==> src/hw/rtl/gbsl_pkg.sv <==
// ----------------------------------------------------------------------------
// gbsl_pkg
// Types, constants and codes of the grid Bayes source locator.
// ----------------------------------------------------------------------------
package gbsl_pkg;

  localparam int GRID_DIM = 40;
  localparam int CELLS    = GRID_DIM * GRID_DIM;
  localparam int DIM_W    = $clog2(GRID_DIM);
  localparam int CELL_AW  = $clog2(CELLS);
  localparam int TOTAL_W  = 32 + CELL_AW;

  localparam int OFF_W = DIM_W + 16;
  localparam int DX_W  = DIM_W + 17;
  localparam int SQ_W  = 2 * DX_W;

  localparam int EXP_LAST  = 4096;
  localparam int EXP_DEPTH = EXP_LAST + 1;
  localparam int EXP_AW    = $clog2(EXP_DEPTH);
  localparam logic [63:0] EXP_STEP  = 64'd4278222805;
  localparam logic [31:0] EXP_FIRST = 32'hFFFF_FFFF;

  localparam logic [31:0] INIT_BELIEF = 32'(64'h1_0000_0000 / CELLS);

  // d2/4608 = (d2>>9)/9, d^2/2560 = (d^2>>9)/5, by reciprocal multiply
  localparam logic [15:0] N1_LIMIT = 16'(9 * EXP_DEPTH);
  localparam logic [31:0] N1_RECIP = 32'd58255;
  localparam logic [15:0] N2_LIMIT = 16'(5 * EXP_DEPTH);
  localparam logic [31:0] N2_RECIP = 32'd26215;

  localparam int QUO_W = 33;
  localparam int CNT_W = $clog2(QUO_W + 1);

  localparam logic [1:0] OP_POSE      = 2'd0;
  localparam logic [1:0] OP_READING   = 2'd1;
  localparam logic [1:0] OP_READ_CELL = 2'd2;

  localparam logic [1:0] STAT_DONE      = 2'd0;
  localparam logic [1:0] STAT_NO_POSE   = 2'd1;
  localparam logic [1:0] STAT_COLLAPSED = 2'd2;

  localparam logic [1:0] CFG_CELL_SIZE  = 2'd0;
  localparam logic [1:0] CFG_PEAK_LEVEL = 2'd1;

  localparam logic [6:0] VALUE_MAX = 7'd100;

  typedef enum logic [4:0] {
    ST_INIT_WR, ST_INIT_RND, ST_IDLE, ST_DONE,
    ST_U_OFF, ST_U_SQ, ST_U_N1, ST_U_E1, ST_U_EXPD, ST_U_DIFF,
    ST_U_N2, ST_U_E2, ST_U_LIKE, ST_U_WR,
    ST_N_CHK, ST_N_RD, ST_N_LD, ST_N_DIV, ST_N_WR,
    ST_R_RD, ST_R_LD, ST_R_DIV, ST_R_FIN
  } gbsl_state_t;

  typedef enum logic [4:0] {
    ACT_NONE, ACT_INIT_WR, ACT_INIT_RND, ACT_ACCEPT, ACT_LOAD_OUT,
    ACT_U_OFF, ACT_U_SQ, ACT_U_N1, ACT_U_E1, ACT_U_EXPD, ACT_U_DIFF,
    ACT_U_N2, ACT_U_E2, ACT_U_LIKE, ACT_U_WR,
    ACT_N_CHK, ACT_N_RD, ACT_N_LD, ACT_N_WR,
    ACT_R_RD, ACT_R_LD, ACT_R_FIN
  } gbsl_act_t;

  typedef struct packed {
    logic pose_valid;
    logic cell_last;
    logic exp_last;
    logic total_zero;
    logic div_busy;
  } gbsl_stat_t;

endpackage

==> src/hw/rtl/gbsl_ctrl.sv <==
// ----------------------------------------------------------------------------
// gbsl_ctrl
// Sequencer: table build after reset, per-item flow, output register valid.
// ----------------------------------------------------------------------------
module gbsl_ctrl (
  input  logic                  clk,
  input  logic                  rst,
  input  logic                  in_valid,
  output logic                  in_ready,
  input  logic [1:0]            op,
  output logic                  out_valid,
  input  logic                  out_ready,
  input  gbsl_pkg::gbsl_stat_t  stat,
  output gbsl_pkg::gbsl_act_t   act
);
  import gbsl_pkg::*;

  gbsl_state_t state, state_next;
  logic        out_valid_next;

  always_ff @(posedge clk) begin
    if (rst) begin
      state     <= ST_INIT_WR;
      out_valid <= 1'b0;
    end else begin
      state     <= state_next;
      out_valid <= out_valid_next;
    end
  end

  always_comb begin
    state_next     = state;
    act            = ACT_NONE;
    in_ready       = 1'b0;
    out_valid_next = out_valid && !out_ready;
    case (state)
      ST_INIT_WR: begin
        act        = ACT_INIT_WR;
        state_next = stat.exp_last ? ST_IDLE : ST_INIT_RND;
      end
      ST_INIT_RND: begin
        act        = ACT_INIT_RND;
        state_next = ST_INIT_WR;
      end
      ST_IDLE: begin
        in_ready = 1'b1;
        if (in_valid) begin
          act = ACT_ACCEPT;
          if (op == OP_READING && stat.pose_valid) begin
            state_next = ST_U_OFF;
          end else if (op == OP_READ_CELL) begin
            state_next = ST_R_RD;
          end else begin
            state_next = ST_DONE;
          end
        end
      end
      ST_DONE: begin
        // hold the result until the output register is free
        if (!out_valid || out_ready) begin
          act            = ACT_LOAD_OUT;
          out_valid_next = 1'b1;
          state_next     = ST_IDLE;
        end
      end
      ST_U_OFF:  begin act = ACT_U_OFF;  state_next = ST_U_SQ;   end
      ST_U_SQ:   begin act = ACT_U_SQ;   state_next = ST_U_N1;   end
      ST_U_N1:   begin act = ACT_U_N1;   state_next = ST_U_E1;   end
      ST_U_E1:   begin act = ACT_U_E1;   state_next = ST_U_EXPD; end
      ST_U_EXPD: begin act = ACT_U_EXPD; state_next = ST_U_DIFF; end
      ST_U_DIFF: begin act = ACT_U_DIFF; state_next = ST_U_N2;   end
      ST_U_N2:   begin act = ACT_U_N2;   state_next = ST_U_E2;   end
      ST_U_E2:   begin act = ACT_U_E2;   state_next = ST_U_LIKE; end
      ST_U_LIKE: begin act = ACT_U_LIKE; state_next = ST_U_WR;   end
      ST_U_WR: begin
        act        = ACT_U_WR;
        state_next = stat.cell_last ? ST_N_CHK : ST_U_OFF;
      end
      ST_N_CHK: begin
        act        = ACT_N_CHK;
        state_next = stat.total_zero ? ST_DONE : ST_N_RD;
      end
      ST_N_RD: begin act = ACT_N_RD; state_next = ST_N_LD;  end
      ST_N_LD: begin act = ACT_N_LD; state_next = ST_N_DIV; end
      ST_N_DIV: begin
        if (!stat.div_busy) begin
          state_next = ST_N_WR;
        end
      end
      ST_N_WR: begin
        act        = ACT_N_WR;
        state_next = stat.cell_last ? ST_DONE : ST_N_RD;
      end
      ST_R_RD: begin act = ACT_R_RD; state_next = ST_R_LD;  end
      ST_R_LD: begin act = ACT_R_LD; state_next = ST_R_DIV; end
      ST_R_DIV: begin
        if (!stat.div_busy) begin
          state_next = ST_R_FIN;
        end
      end
      ST_R_FIN: begin act = ACT_R_FIN; state_next = ST_DONE; end
      default: state_next = ST_IDLE;
    endcase
  end

endmodule

==> config.mk <==
export PLATFORM = sky130hd
export DESIGN_NAME = gbsl_ctrl
export DESIGN_NICKNAME = d
export VERILOG_FILES = /design/src/hw/rtl/gbsl_pkg.sv /design/src/hw/rtl/gbsl_ctrl.sv
export SDC_FILE = /design/constraint.sdc
export NUM_CORES = 1
export LEC_CHECK = 0
export ABC_AREA = 1
export ABC_CLOCK_PERIOD_IN_PS = 1550
export BUFFER_PORTS_ARGS = -buffer_cell sky130_fd_sc_hd__buf_4
export CELL_PAD_IN_SITES_DETAIL_PLACEMENT = 0
export CELL_PAD_IN_SITES_GLOBAL_PLACEMENT = 1
export CORE_MARGIN = 10
export CORE_UTILIZATION = 33
export CTS_CLUSTER_SIZE = 16
export DETAILED_ROUTE_END_ITERATION = 7
export PLACE_DENSITY = 0.79
export SKIP_CTS_REPAIR_TIMING = 1
export SLEW_MARGIN = 5
export SYNTH_ARGS = -nofsm -noshare
export SYNTH_HDL_FRONTEND = slang
export SYNTH_SLANG_ARGS = --single-unit
==> constraint.sdc <==
create_clock -name clk -period 1.55 [get_ports clk]
set_input_delay 0.2325 -clock clk [delete_from_list [all_inputs] [get_ports clk]]
set_output_delay 0.2325 -clock clk [all_outputs]
set_load 0.005 [all_outputs]
==> impl_metrics.tcl <==
set metrics [dict create \
    firstDrtPassIters 4 \
    antenna_left 0 \
    worst_r2r_startpoint "state[4]$_SDFFE_PP0P_" \
    core_area_um2 2190 \
    viasPerCell 5.09 \
    place_congestion 0.920 \
    insertion_delay_ns 0.23 \
    numPortBuffers 17 \
    worstPathMaxFanout 8 \
    grt_max_degree 12 \
    pwr_density_cell_nw_per_um2 1410 \
    finalCritPeriodShare_pct 106 \
    synthDistinctLibCells 20 \
    clkTransAtPathRegs_ns 0.04 \
    synth-compound-area-share_pct 11.5 \
    peakVddDrop_mv 0.855 \
    first_iter_violations 81 \
    synth_area_um2 753 \
    drive_above_1_share_pct 37.4 \
    status "finished with violations" \
    cts_root_buffer "clkbuf_4" \
    num_io_pins 18 \
    wl_per_cell_um 13.1 \
    layout_commonest_cell "buf_4" \
    cp.arrival_ns 1.42 \
    synth_area_leaders "nand2_1 17%, nor2_1 16%, dfxtp_1 16%" \
    slew_violations 0 \
    violations "setup timing" \
    fin_skew_ns 0.000901 \
    die_h_um 67.8 \
    max_freq_mhz 607 \
    most-common-layout-cells "35 x buf_4, 32 x nand2_1, 31 x nor2_1" \
    tns_ns -0.414 \
    worst_hold_path.endpoint "state[0]$_SDFFE_PP0P_" \
    power.leakage_nw 0.600 \
    worstRegToRegCells 11 \
    syn_area_per_cell_um2 5.19 \
    worstHoldPathType "input port to flip-flop" \
    cts-htree-levels 1 \
    synthSimpleGateAreaFrac_pct 60.3 \
    rows 17 \
    synth_top_family_by_area "simple AND/OR/NAND/NOR gates" \
    regToRegEndpoint "state[1]$_SDFFE_PP0P_" \
    grt_overflow_total 0 \
    synthMuxAreaShare_pct 0 \
    vias 1068 \
    drcViolationCount 0 \
    drt-total-wl_um 2750 \
    relSlewSlack_pct 82.0 \
    cap_viol_max_count 0 \
    fin_crit_ns 1.65 \
    synth_top_area_share_pct 16.9 \
    syn_inst 145 \
    grt_pass1_wl_um 4040 \
    synth_seq_cells 6 \
    start_kind "flip-flop" \
    yosys_warnings 0 \
    die_w_um 67.8 \
    cts_tree "yes" \
    grt_pass1_vias 958 \
    critPathRequiredTime_ns 1.32 \
    gr-usage-all-layers_pct 11.0 \
    critPathKind "flip-flop to primary output" \
    start_util_pct 34.4 \
    whs_path_depth 2 \
    die_area_um2 4590 \
    reg2reg_slack_ns 0 \
    hpwlAfterDp_um 2130 \
    rsz0062_at_grt "true" \
    synth_xor_area_share_pct 0 \
    worst_slack_ns -0.0984 \
    cts_inserted_buffers 3 \
    clock-sinks 6 \
    finalSetupViolCount 6 \
    hold_ws_ns 0.181 \
    tightest_slew_ns 0.269 \
    yosys.area_share.adder_pct 0 \
    final_nets 195 \
    cts_buffer_depth 2 \
    cp-end-kind "primary output" \
    finalHoldViolCount 0 \
    area_growth_syn_to_layout_pct 51.8 \
    synth_top_area_cell "nand2_1" \
    syn-num-nets 156 \
    antenna_found_initial 0 \
    synth-seq-area-share_pct 15.9 \
    diodes 0 \
    hold_start "rst" \
]
layout make-up:
cell class,count,area [um^2]
Fill cell,228,1050
Inverter,22,88.8
Multi-Input combinational cell,116,598
Sequential cell,6,136
Clock buffer,3,22.5
Timing Repair Buffer,35,263
Tap cell,28,35.0
per-stage QoR:
stage	area, um^2	util [%]	worst slack, ns	std cells	total power [mW]
finish	1140	52.2	-0.0984	210	1.61
global route	1140	52.2	-0.181	210	1.75
CTS	1000	45.8	-0.265	201	1.42
detailed placement	981	44.8	-0.000530	198	1.28
global placement	981	44.8	0.0513	198	1.29
floorplan	753	-	0.276	145	0.830
registers in the layout, indices dropped and copies added (netlist names):
signal	flops
out_valid	1
state	5
cell families (layout without fill, tap and decap cells):
family | count (synthesis) | after routing
buf+inv | 24 | 60
compound gates | 15 | 15
flops | 6 | 6
simple gates | 100 | 101
critical path, stage by stage (launching register included):
cell        delay [ns]
dfxtp_2           0.35
clkinvlp_4        0.18
buf_4             0.20
nand3_4           0.07
inv_2             0.05
nand2_2           0.08
o2111ai_2         0.11
buf_4             0.16
report_power, final:
| group | internal (mW) | switching [mW] | total (mW) |
|---|---|---|---|
| clock network | 0.0870 | 0.0473 | 0.134 |
| logic | 0.530 | 0.644 | 1.17 |
| registers | 0.211 | 0.0898 | 0.300 |
| total | 0.828 | 0.781 | 1.61 |
synthesized netlist by cell type:
cell type,number
nand3_1,15
nand2_1,34
nand2_2,2
o21ai_0,4
o22ai_1,1
inv_1,19
nor3_1,2
dfxtp_1,6
nand3_2,2
nor2_2,5
nand4_1,5
nor2_1,33
inv_2,3
nor2_4,2
o21ai_2,1
a21oi_1,5
buf_2,2
o211ai_1,1
o21ai_1,2
o2111ai_1,1
how the worst max path moves through the flow:
| stage | slack (ns) | start | to | depth (start not counted) |
|---|---|---|---|---|
| finish | -0.1 | state[4]$_SDFFE_PP0P_ | act[1] | 7 |
| global route | -0.18 | state[1]$_SDFFE_PP0P_ | act[0] | 7 |
| CTS | -0.27 | state[2]$_SDFFE_PP0P_ | act[2] | 6 |
| detailed placement | -0.0005 | state[2]$_SDFFE_PP0P_ | act[2] | 6 |
| global placement | 0.05 | state[0]$_SDFFE_PP0P_ | act[0] | 7 |
| floorplan | 0.28 | state[2]$_SDFFE_PP0P_ | act[2] | 5 |
routing by layer:
metal	vias to the layer above	track usage [%]	share of wire (%)
met5	-	0	0
met4	0	1.51	0.44
met3	4	2.15	8.8
met2	52	19.7	49
met1	470	13.4	42
li1	542	-	-
(Power assumes the default switching activity.)
